[config.mk]
export PLATFORM = sky130hd
export DESIGN_NAME = mpeg_audio_header_decoder
export DESIGN_NICKNAME = d
export VERILOG_FILES = /design/src/hw/rtl/mahd_pkg.sv /design/src/hw/rtl/mpeg_audio_header_decoder.sv
export SDC_FILE = /design/constraint.sdc
export NUM_CORES = 1
export LEC_CHECK = 0
export ABC_AREA = 0
export BUFFER_PORTS_ARGS = -buffer_cell sky130_fd_sc_hd__buf_2
export CORE_AREA = 2 2 239 241
export CTS_BUF_LIST = sky130_fd_sc_hd__clkbuf_4 sky130_fd_sc_hd__clkbuf_8
export DETAILED_ROUTE_END_ITERATION = 12
export DIE_AREA = 0 0 241 243
export PLACE_DENSITY_LB_ADDON = 0.1
export REMOVE_ABC_BUFFERS = 1
export SLEW_MARGIN = 20
export SYNTH_ARGS = -nofsm -noshare
export SYNTH_HDL_FRONTEND = slang
export SYNTH_SLANG_ARGS = --single-unit
[constraint.sdc]
create_clock -name clk -period 9.4 [get_ports clk]
set_input_delay 0.94 -clock clk [delete_from_list [all_inputs] [get_ports clk]]
set_output_delay 0.94 -clock clk [all_outputs]
set_load 0.02 [all_outputs]
[src/hw/rtl/mahd_pkg.sv]
// ----------------------------------------------------------------------------
// MPEG audio header decoder package
// Bitrate table, rate constants, divider constants and result field layout.
// ----------------------------------------------------------------------------
package mahd_pkg;

  // Result transaction layout on m_tdata, from bit 0 up
  localparam int F_VALID_LSB  = 0;
  localparam int F_STYPE_LSB  = 1;
  localparam int F_MONO_LSB   = 2;
  localparam int F_RATE_LSB   = 3;
  localparam int F_RATE_W     = 16;
  localparam int F_BPS_LSB    = 19;
  localparam int F_BPS_W      = 19;
  localparam int F_FRAME_LSB  = 38;
  localparam int F_FRAME_W    = 11;
  localparam int F_SCAN_LSB   = 49;
  localparam int F_SCAN_W     = 11;
  localparam int F_SPF_LSB    = 60;
  localparam int F_SPF_W      = 11;
  localparam int F_BURST_LSB  = 71;
  localparam int F_BURST_W    = 4;
  localparam int F_MATCH_LSB  = 75;
  localparam int OUT_BITS     = 76;
  localparam int OUT_W        = 80;
  localparam int IN_W         = 64;

  localparam logic [7:0] SYNC_BYTE  = 8'hff;
  localparam logic [10:0] FREE_SCAN = 11'd1728;
  localparam logic [10:0] SPF_L1    = 11'd384;
  localparam logic [10:0] SPF_L23   = 11'd1152;

  localparam logic [3:0] BURST_MPEG1_L1  = 4'h4;
  localparam logic [3:0] BURST_MPEG1_L23 = 4'h5;
  localparam logic [3:0] BURST_LSF_L1    = 4'h8;
  localparam logic [3:0] BURST_LSF_L23   = 4'h9;

  // Reciprocal shift for the constant divide
  localparam int RECIP_SH = 20;

  // kbit/s by [lsf][layer-1][bitrate index]
  localparam logic [8:0] KBPS_TAB [0:1][0:2][0:15] = '{
    '{'{9'd0, 9'd32, 9'd64, 9'd96, 9'd128, 9'd160, 9'd192, 9'd224,
        9'd256, 9'd288, 9'd320, 9'd352, 9'd384, 9'd416, 9'd448, 9'd0},
      '{9'd0, 9'd32, 9'd48, 9'd56, 9'd64, 9'd80, 9'd96, 9'd112,
        9'd128, 9'd160, 9'd192, 9'd224, 9'd256, 9'd320, 9'd384, 9'd0},
      '{9'd0, 9'd32, 9'd40, 9'd48, 9'd56, 9'd64, 9'd80, 9'd96,
        9'd112, 9'd128, 9'd160, 9'd192, 9'd224, 9'd256, 9'd320, 9'd0}},
    '{'{9'd0, 9'd32, 9'd48, 9'd56, 9'd64, 9'd80, 9'd96, 9'd112,
        9'd128, 9'd144, 9'd160, 9'd176, 9'd192, 9'd224, 9'd256, 9'd0},
      '{9'd0, 9'd8, 9'd16, 9'd24, 9'd32, 9'd40, 9'd48, 9'd56,
        9'd64, 9'd80, 9'd96, 9'd112, 9'd128, 9'd144, 9'd160, 9'd0},
      '{9'd0, 9'd8, 9'd16, 9'd24, 9'd32, 9'd40, 9'd48, 9'd56,
        9'd64, 9'd80, 9'd96, 9'd112, 9'd128, 9'd144, 9'd160, 9'd0}}
  };

  // Sync test: a is the 0xff byte, b the sync/layer byte, c the rate byte
  function automatic logic sync_ok(input logic [7:0] a, input logic [7:0] b,
                                   input logic [7:0] c);
    sync_ok = (a == SYNC_BYTE) && (b[7:4] == 4'hf) && (b[2:1] != 2'b00) &&
              (c[7:4] != 4'hf) && (c[3:2] != 2'b11);
  endfunction

  function automatic logic [15:0] rate_hz(input logic lsf, input logic [1:0] sidx);
    logic [15:0] r;
    case ({lsf, sidx})
      3'b000:  r = 16'd44100;
      3'b001:  r = 16'd48000;
      3'b010:  r = 16'd32000;
      3'b100:  r = 16'd22050;
      3'b101:  r = 16'd24000;
      3'b110:  r = 16'd16000;
      default: r = 16'd0;
    endcase
    rate_hz = r;
  endfunction

  // frame = floor(kbps * k / d): k folds slots and the 1000/rate scale
  function automatic logic [8:0] div_val(input logic lsf, input logic [1:0] sidx);
    logic [8:0] d;
    case ({lsf, sidx})
      3'b000:  d = 9'd441;
      3'b001:  d = 9'd48;
      3'b010:  d = 9'd32;
      3'b100:  d = 9'd441;
      3'b101:  d = 9'd24;
      3'b110:  d = 9'd16;
      default: d = 9'd1;
    endcase
    div_val = d;
  endfunction

  // floor(2^RECIP_SH / d)
  function automatic logic [16:0] recip_val(input logic lsf, input logic [1:0] sidx);
    logic [16:0] r;
    case ({lsf, sidx})
      3'b000:  r = 17'd2377;
      3'b001:  r = 17'd21845;
      3'b010:  r = 17'd32768;
      3'b100:  r = 17'd2377;
      3'b101:  r = 17'd43690;
      3'b110:  r = 17'd65536;
      default: r = 17'd0;
    endcase
    recip_val = r;
  endfunction

  function automatic logic [11:0] k_val(input logic lsf, input logic l1,
                                        input logic [1:0] sidx);
    logic [11:0] k;
    if (sidx == 2'd0) begin
      case ({lsf, l1})
        2'b00:   k = 12'd1440;
        2'b01:   k = 12'd120;
        2'b10:   k = 12'd2880;
        default: k = 12'd240;
      endcase
    end else begin
      k = l1 ? 12'd12 : 12'd144;
    end
    k_val = k;
  endfunction

endpackage

[src/hw/rtl/mpeg_audio_header_decoder.sv]
// ----------------------------------------------------------------------------
// MPEG audio header decoder
// Checks a 4-byte candidate for an MPEG-1/LSF audio sync word and decodes it.
// ----------------------------------------------------------------------------
// Slave stream: one transaction carries the four candidate header bytes and
// the four reference header bytes. Master stream: one transaction per input
// with the decoded header (valid flag, stream type, mono, rate, bitrate,
// frame size, free-format scan size, samples per frame, S/PDIF burst type and
// reference match). An invalid header gives an all-zero result.
// Five registered stages advance together: decode and table
// lookup, bitrate/numerator multiply, reciprocal multiply, back
// multiply, then remainder correction into the output register.
// Throughput is one transaction per cycle while the receiver does not stall.
// When the receiver stalls with a result held, the whole pipeline freezes
// and s_tready drops in the same cycle; nothing is lost or repeated.
// Reset (rst, synchronous, active high) clears all stage valid bits; no
// results are pending afterwards and the block is ready at once.
// ----------------------------------------------------------------------------
module mpeg_audio_header_decoder
  import mahd_pkg::*;
(
  input  logic              clk,
  input  logic              rst,
  input  logic              s_tvalid,
  output logic              s_tready,
  // hdr_byte0..3, ref_byte0..3
  input  logic [IN_W-1:0]   s_tdata,
  output logic              m_tvalid,
  input  logic              m_tready,
  // header_valid, stream_type, is_mono, sample_rate_hz, bitrate_bps,
  // frame_bytes, scan_bytes, samples_per_frame, burst_type, headers_match
  output logic [OUT_W-1:0]  m_tdata
);

  typedef struct packed {
    logic        hv;
    logic        swap;
    logic        mono;
    logic [15:0] rate;
    logic [18:0] bps;
    logic        pad;
    logic        l1;
    logic        lsf;
    logic        free;
    logic        match;
  } info_t;

  logic ce;
  assign ce       = !m_tvalid || m_tready;
  assign s_tready = ce;

  // ---------------- stage 1: sync search and field decode ----------------
  logic [7:0] h0, h1, h2, h3, r0, r1, r2, r3;
  logic       sync_be, sync_le, hv, swap;
  logic [7:0] vb, cb, mb, rcb, rmb;
  logic [1:0] lidx;
  logic       l1, lsf;
  logic [3:0] bidx;
  logic [1:0] sidx;
  info_t      info1;

  assign {r3, r2, r1, r0, h3, h2, h1, h0} = s_tdata;

  always_comb begin
    sync_be = sync_ok(h0, h1, h2);
    sync_le = sync_ok(h1, h0, h3);
    hv      = sync_be || sync_le;
    swap    = !sync_be && sync_le;
    vb      = swap ? h0 : h1;
    cb      = swap ? h3 : h2;
    mb      = swap ? h2 : h3;
    rcb     = swap ? r3 : r2;
    rmb     = swap ? r2 : r3;
    lsf     = !vb[3];
    lidx    = (vb[2:1] == 2'b00) ? 2'd0 : 2'd3 - vb[2:1];
    l1      = (lidx == 2'd0);
    bidx    = cb[7:4];
    sidx    = cb[3:2];

    info1.hv    = hv;
    info1.swap  = swap;
    info1.mono  = (mb[7:6] == 2'b11);
    info1.rate  = rate_hz(lsf, sidx);
    info1.bps   = '0;
    info1.pad   = cb[1];
    info1.l1    = l1;
    info1.lsf   = lsf;
    info1.free  = (bidx == 4'd0);
    info1.match = (h0 == r0) && (h1 == r1) && (cb[3:2] == rcb[3:2]) &&
                  ((mb[7:6] == 2'b11) == (rmb[7:6] == 2'b11));
  end

  logic        v1;
  info_t       s1_info;
  logic [8:0]  s1_kbps;
  logic [11:0] s1_k;
  logic [8:0]  s1_div;
  logic [16:0] s1_recip;

  always_ff @(posedge clk) begin
    if (ce) begin
      s1_info  <= info1;
      s1_kbps  <= KBPS_TAB[lsf][lidx][bidx];
      s1_k     <= k_val(lsf, l1, sidx);
      s1_div   <= div_val(lsf, sidx);
      s1_recip <= recip_val(lsf, sidx);
    end
  end

  // ---------------- stage 2: bitrate and numerator ----------------
  logic        v2;
  info_t       s2_info;
  info_t       s2_info_next;
  logic [19:0] s2_x;
  logic [8:0]  s2_div;
  logic [16:0] s2_recip;
  logic [20:0] bps_full;
  logic [20:0] x_full;

  assign bps_full = 21'(s1_kbps) * 21'd1000;
  assign x_full   = 21'(s1_kbps) * 21'(s1_k);

  always_comb begin
    s2_info_next     = s1_info;
    s2_info_next.bps = bps_full[18:0];
  end

  always_ff @(posedge clk) begin
    if (ce) begin
      s2_info  <= s2_info_next;
      s2_x     <= x_full[19:0];
      s2_div   <= s1_div;
      s2_recip <= s1_recip;
    end
  end

  // ---------------- stage 3: quotient estimate ----------------
  logic        v3;
  info_t       s3_info;
  logic [19:0] s3_x;
  logic [8:0]  s3_div;
  logic [10:0] s3_q0;
  logic [36:0] qprod;

  assign qprod = 37'(s2_x) * 37'(s2_recip);

  always_ff @(posedge clk) begin
    if (ce) begin
      s3_info <= s2_info;
      s3_x    <= s2_x;
      s3_div  <= s2_div;
      s3_q0   <= qprod[RECIP_SH +: 11];
    end
  end

  // ---------------- stage 4: back multiply ----------------
  logic        v4;
  info_t       s4_info;
  logic [19:0] s4_x;
  logic [8:0]  s4_div;
  logic [10:0] s4_q0;
  logic [19:0] s4_qd;
  logic [19:0] qd_full;

  assign qd_full = 20'(s3_q0) * 20'(s3_div);

  always_ff @(posedge clk) begin
    if (ce) begin
      s4_info <= s3_info;
      s4_x    <= s3_x;
      s4_div  <= s3_div;
      s4_q0   <= s3_q0;
      s4_qd   <= qd_full;
    end
  end

  // ---------------- stage 5: correction and output ----------------
  logic [19:0] rem;
  logic [11:0] q_pad;
  logic [13:0] frame_full;
  logic [10:0] frame_next;

  always_comb begin
    // estimate is low by at most one
    rem        = s4_x - s4_qd;
    q_pad      = 12'(s4_q0) + ((rem >= 20'(s4_div)) ? 12'd1 : 12'd0) +
                 12'(s4_info.pad);
    frame_full = s4_info.l1 ? {q_pad, 2'b00} : {2'b00, q_pad};
    frame_next = s4_info.free ? 11'd0 : frame_full[10:0];
  end

  logic        o_hv, o_swap, o_mono, o_match;
  logic [15:0] o_rate;
  logic [18:0] o_bps;
  logic [10:0] o_frame, o_scan, o_spf;
  logic [3:0]  o_burst;

  always_ff @(posedge clk) begin
    if (ce) begin
      if (s4_info.hv) begin
        o_hv    <= 1'b1;
        o_swap  <= s4_info.swap;
        o_mono  <= s4_info.mono;
        o_rate  <= s4_info.rate;
        o_bps   <= s4_info.bps;
        o_frame <= frame_next;
        o_scan  <= s4_info.free ? FREE_SCAN : 11'd0;
        o_spf   <= s4_info.l1 ? SPF_L1 : SPF_L23;
        if (s4_info.lsf) begin
          o_burst <= s4_info.l1 ? BURST_LSF_L1 : BURST_LSF_L23;
        end else begin
          o_burst <= s4_info.l1 ? BURST_MPEG1_L1 : BURST_MPEG1_L23;
        end
        o_match <= s4_info.match;
      end else begin
        o_hv    <= 1'b0;
        o_swap  <= 1'b0;
        o_mono  <= 1'b0;
        o_rate  <= '0;
        o_bps   <= '0;
        o_frame <= '0;
        o_scan  <= '0;
        o_spf   <= '0;
        o_burst <= '0;
        o_match <= 1'b0;
      end
    end
  end

  // stage valid bits
  logic v5;

  always_ff @(posedge clk) begin
    if (rst) begin
      v1 <= 1'b0;
      v2 <= 1'b0;
      v3 <= 1'b0;
      v4 <= 1'b0;
      v5 <= 1'b0;
    end else if (ce) begin
      v1 <= s_tvalid;
      v2 <= v1;
      v3 <= v2;
      v4 <= v3;
      v5 <= v4;
    end
  end

  assign m_tvalid = v5;
  assign m_tdata  = {{(OUT_W - OUT_BITS){1'b0}}, o_match, o_burst, o_spf, o_scan,
                     o_frame, o_bps, o_rate, o_mono, o_swap, o_hv};

endmodule

==> impl_metrics.xml <==
<?xml version="1.0" encoding="UTF-8"?>
<metrics>
  <group name="finish">
    <metric name="final_common_cell" unit="">inv_1</metric>
    <metric name="final_core_utilization" unit="%">48.75</metric>
    <metric name="syn_to_final_growth" unit="%">9.690</metric>
    <metric name="final_cell_mix" unit="">425 x inv_1, 297 x edfxtp_1, 296 x fa_1</metric>
    <metric name="finalNetCount" unit="">2901</metric>
    <metric name="post-route-cell-area" unit="um^2">27280</metric>
    <metric name="drive_above_1_share" unit="%">9.483</metric>
  </group>
  <group name="drt">
    <metric name="drt.antenna.violating_nets" unit="">0</metric>
    <metric name="vias_per_cell" unit="">4.817</metric>
    <metric name="drc_markers" unit="">0</metric>
    <metric name="drt_wl_total" unit="mm">48.74</metric>
    <metric name="via_count" unit="">14927</metric>
    <metric name="met1Wirelength" unit="mm">21.01</metric>
    <metric name="highest-signal-layer" unit="">met4</metric>
    <metric name="routed-wl-met3" unit="mm">2.013</metric>
    <metric name="drt_first_pass_iters" unit="">5</metric>
    <metric name="dr.first_iter.drc_count" unit="">782</metric>
    <metric name="met2RoutedLength" unit="mm">24.84</metric>
    <metric name="post_drt_wl_per_cell" unit="um">15.73</metric>
  </group>
  <group name="placement">
    <metric name="routabilityCongestion" unit="">0.8865</metric>
    <metric name="detailedPlacementHpwl" unit="mm">38.34</metric>
    <metric name="postPlaceCellArea" unit="um^2">26210</metric>
    <metric name="place.port_buffers" unit="">110</metric>
  </group>
  <group name="yosys">
    <metric name="post-synth-top-area-cell" unit="">edfxtp_1</metric>
    <metric name="synthDominantCellAreaShare" unit="%">35.86</metric>
    <metric name="synth.area.top_cells" unit="">edfxtp_1 36%, fa_1 24%, ha_1 12%</metric>
    <metric name="ys_seq_area_share" unit="%">36.26</metric>
    <metric name="syn_inst" unit="">2137</metric>
    <metric name="synth.ff_latch_count" unit="">302</metric>
    <metric name="synth.distinct_cells" unit="">79</metric>
    <metric name="synth_warnings" unit="">0</metric>
    <metric name="synthesis.area_per_instance" unit="um^2">11.64</metric>
    <metric name="synth_async_sr_flop_share" unit="%">0</metric>
    <metric name="number_of_flops_mapped_to_enable_cells_by_yosys" unit="">297</metric>
    <metric name="synth_top_flop_cell" unit="">edfxtp_1</metric>
    <metric name="synthesis.area" unit="um^2">24870</metric>
  </group>
  <group name="global_routing">
    <metric name="wire_length_of_the_first_global_routing_pass" unit="mm">81.16</metric>
    <metric name="grt_start_max_net_pins" unit="">160</metric>
    <metric name="grt.total_usage" unit="%">17.52</metric>
    <metric name="grt-ovfl-total" unit="">0</metric>
    <metric name="first_global_vias" unit="">15859</metric>
    <metric name="grt_antenna_before_repair" unit="">1</metric>
  </group>
  <group name="power">
    <metric name="total_power" unit="W">0.008690</metric>
    <metric name="switching_share" unit="%">43.50</metric>
    <metric name="worst_ir_drop_vdd" unit="V">0.0002512</metric>
    <metric name="power-per-cell-area" unit="nW/um^2">318.6</metric>
    <metric name="netsw" unit="W">0.003780</metric>
    <metric name="internal_power" unit="W">0.004909</metric>
    <metric name="power.combinational.fraction" unit="%">60.6</metric>
    <metric name="p_clk_share" unit="%">14.0</metric>
    <metric name="pwr-share-seq" unit="%">25.5</metric>
    <metric name="power_leakage" unit="nW">13.28</metric>
  </group>
  <group name="outcome">
    <metric name="run_status" unit="">finished, final reports clean</metric>
  </group>
  <group name="sta">
    <metric name="period_needed" unit="ps">6972</metric>
    <metric name="final-setup-viol-count" unit="">0</metric>
    <metric name="final_hold_viol_count" unit="">0</metric>
    <metric name="timing.max_slew.rel_slack" unit="%">34.62</metric>
    <metric name="timing_max_transition_violations_final" unit="">0</metric>
    <metric name="finalSetupTns" unit="ps">0</metric>
    <metric name="tightest_slew" unit="ps">980.7</metric>
    <metric name="hold_slack" unit="ps">406.7</metric>
    <metric name="rsz_0062_raised_after_global_routing" unit="">false</metric>
    <metric name="fmax" unit="MHz">143.4</metric>
    <metric name="timing.final.crit_share" unit="%">74.17</metric>
    <metric name="fin_skew" unit="ps">17.43</metric>
  </group>
  <group name="floorplanning">
    <metric name="floorplan.rows" unit="">87</metric>
    <metric name="floorplan.io_pins" unit="">150</metric>
    <metric name="die_h" unit="um">243</metric>
    <metric name="fp.coreArea" unit="um^2">55950</metric>
    <metric name="floorplan.initialDensity" unit="%">44.45</metric>
    <metric name="die_width" unit="um">241</metric>
    <metric name="fp.dieArea" unit="um^2">58560</metric>
  </group>
  <group name="setup_path">
    <metric name="crit-reg2reg-launch" unit="">s2_recip[14]$_DFFE_PP_</metric>
    <metric name="cp_max_fo" unit="">15</metric>
    <metric name="worst_ep_required" unit="ps">9780</metric>
    <metric name="element_type_at_the_critical_path_end" unit="">flop</metric>
    <metric name="worstSetupStartpointType" unit="">flop</metric>
    <metric name="worst-setup-path-type" unit="">flop to flop</metric>
    <metric name="arrival" unit="ps">7350</metric>
    <metric name="worst_setup_path_startpoint" unit="">s2_recip[14]$_DFFE_PP_</metric>
  </group>
  <group name="cts">
    <metric name="clock-root-buffer" unit="">clkbuf_8</metric>
    <metric name="clk-insertion-delay-late" unit="ps">640</metric>
    <metric name="cts_tree" unit="">built</metric>
    <metric name="post_cts_setup_driven_buffer_insertion_count" unit="">0</metric>
    <metric name="cts_inserted_buffers" unit="">52</metric>
    <metric name="clock_sinks" unit="">302</metric>
    <metric name="postCtsHoldBufs" unit="">0</metric>
    <metric name="ctsLongestPathBuffers" unit="">3</metric>
    <metric name="htreeDepth" unit="">2</metric>
    <metric name="clk_slew_on_worst_s_h_paths" unit="ps">60</metric>
    <metric name="cts.repair.resized" unit="">0</metric>
  </group>
  <group name="worst_hold_path">
    <metric name="hold_class" unit="">flop to flop</metric>
    <metric name="min_from" unit="">s1_div[4]$_SDFFCE_PN0P_</metric>
  </group>
  <group name="flow_run">
    <metric name="max_cap_viols" unit="">0</metric>
  </group>
</metrics>
synth_stat cells (all sizes together) (14+ instances only):
master	number
a21o	15
a21oi	56
and2	135
buf	49
clkbuf	34
edfxtp	297
fa	296
ha	239
inv	426
mux2i	16
nand2	148
nand3	14
nor2	79
nor3	21
o21ai	42
xnor2	58
xor2	37
layout make-up:
class	instances	area, um^2
repair buffers	115	600.6
fillers	5180	28670
multi-input cells	1401	14050
clock buffers	66	820.8
diodes	2	5.005
flip-flops and latches	302	9019
well taps	756	945.9
inverters	426	1599
clock inverters	31	236.5
stage by stage:
step                      std cells  setup WS (ps)
after global placement         3000           2410
final                          3099           2428
after floorplan                2129          129.5
after detailed placement       3000           2409
after global routing           3098           1978
after CTS                      3097           2389
path summary, 6_finish.rpt:
check	end	slack [ps]	cells after the start
setup / recovery	s3_q0[10]$_DFFE_PP_	2430	20
setup reg to reg	s3_q0[10]$_DFFE_PP_	2430	20
hold / removal	s2_div[4]$_DFFE_PP_	410	0
hold reg to reg	s2_div[4]$_DFFE_PP_	410	0
power groups by stage:
stage / registers, W / logic, W / clock network [W]
finish: 0.00221 / 0.00527 / 0.00121
detailed placement: 0.00224 / 0.00534 / 0
global route: 0.00225 / 0.00612 / 0.00133
floorplan: 0.00212 / 0.00401 / 0
CTS: 0.00222 / 0.00538 / 0.00127
global placement: 0.00223 / 0.00522 / 0
state kept, by name, indices dropped and copies added (netlist names), 15 cells and up:
signal / count
s4_qd: 20
s4_info: 33
s3_info: 33
s4_x: 15
s2_x: 15
s1_info: 20
s2_info: 33
s3_x: 15
cells by family (layout without fill, tap and decap cells):
group           Yosys count  after routing  synth area share (%)
simple gates            461            461                 9.353
xor+xnor                 95             95                 3.346
other cells               2             79               0.03020
fa+ha+maj               535            535                 35.85
buf+inv                 509            638                 8.407
mux                      22             22                 1.011
compound gates          211            211                 5.736
flops                   302            302                 36.26
critical path: stages, from the launching register on:
cell and delay [ps]:
edfxtp_1 740, and2_1 350, inv_1 160, fa_1 550, fa_1 490, fa_1 550, inv_1 60, fa_1 500
fa_1 500, inv_1 50, fa_1 480, inv_1 40, ha_1 300, a21oi_1 160, o21ai_0 180, a221o_1 360
a21oi_1 450, o211ai_1 250, a31o_2 290, a21oi_1 170, xnor2_1 90
metal layers:
| metal | vias to the layer above | track usage, % |
|---|---|---|
| li1 | 7188 | - |
| met2 | 224 | 30.12 |
| met1 | 7462 | 22.81 |
| met3 | 53 | 3.264 |
| met5 | - | 0 |
| met4 | 0 | 4.212 |
Power figures use the tool's default switching activity.
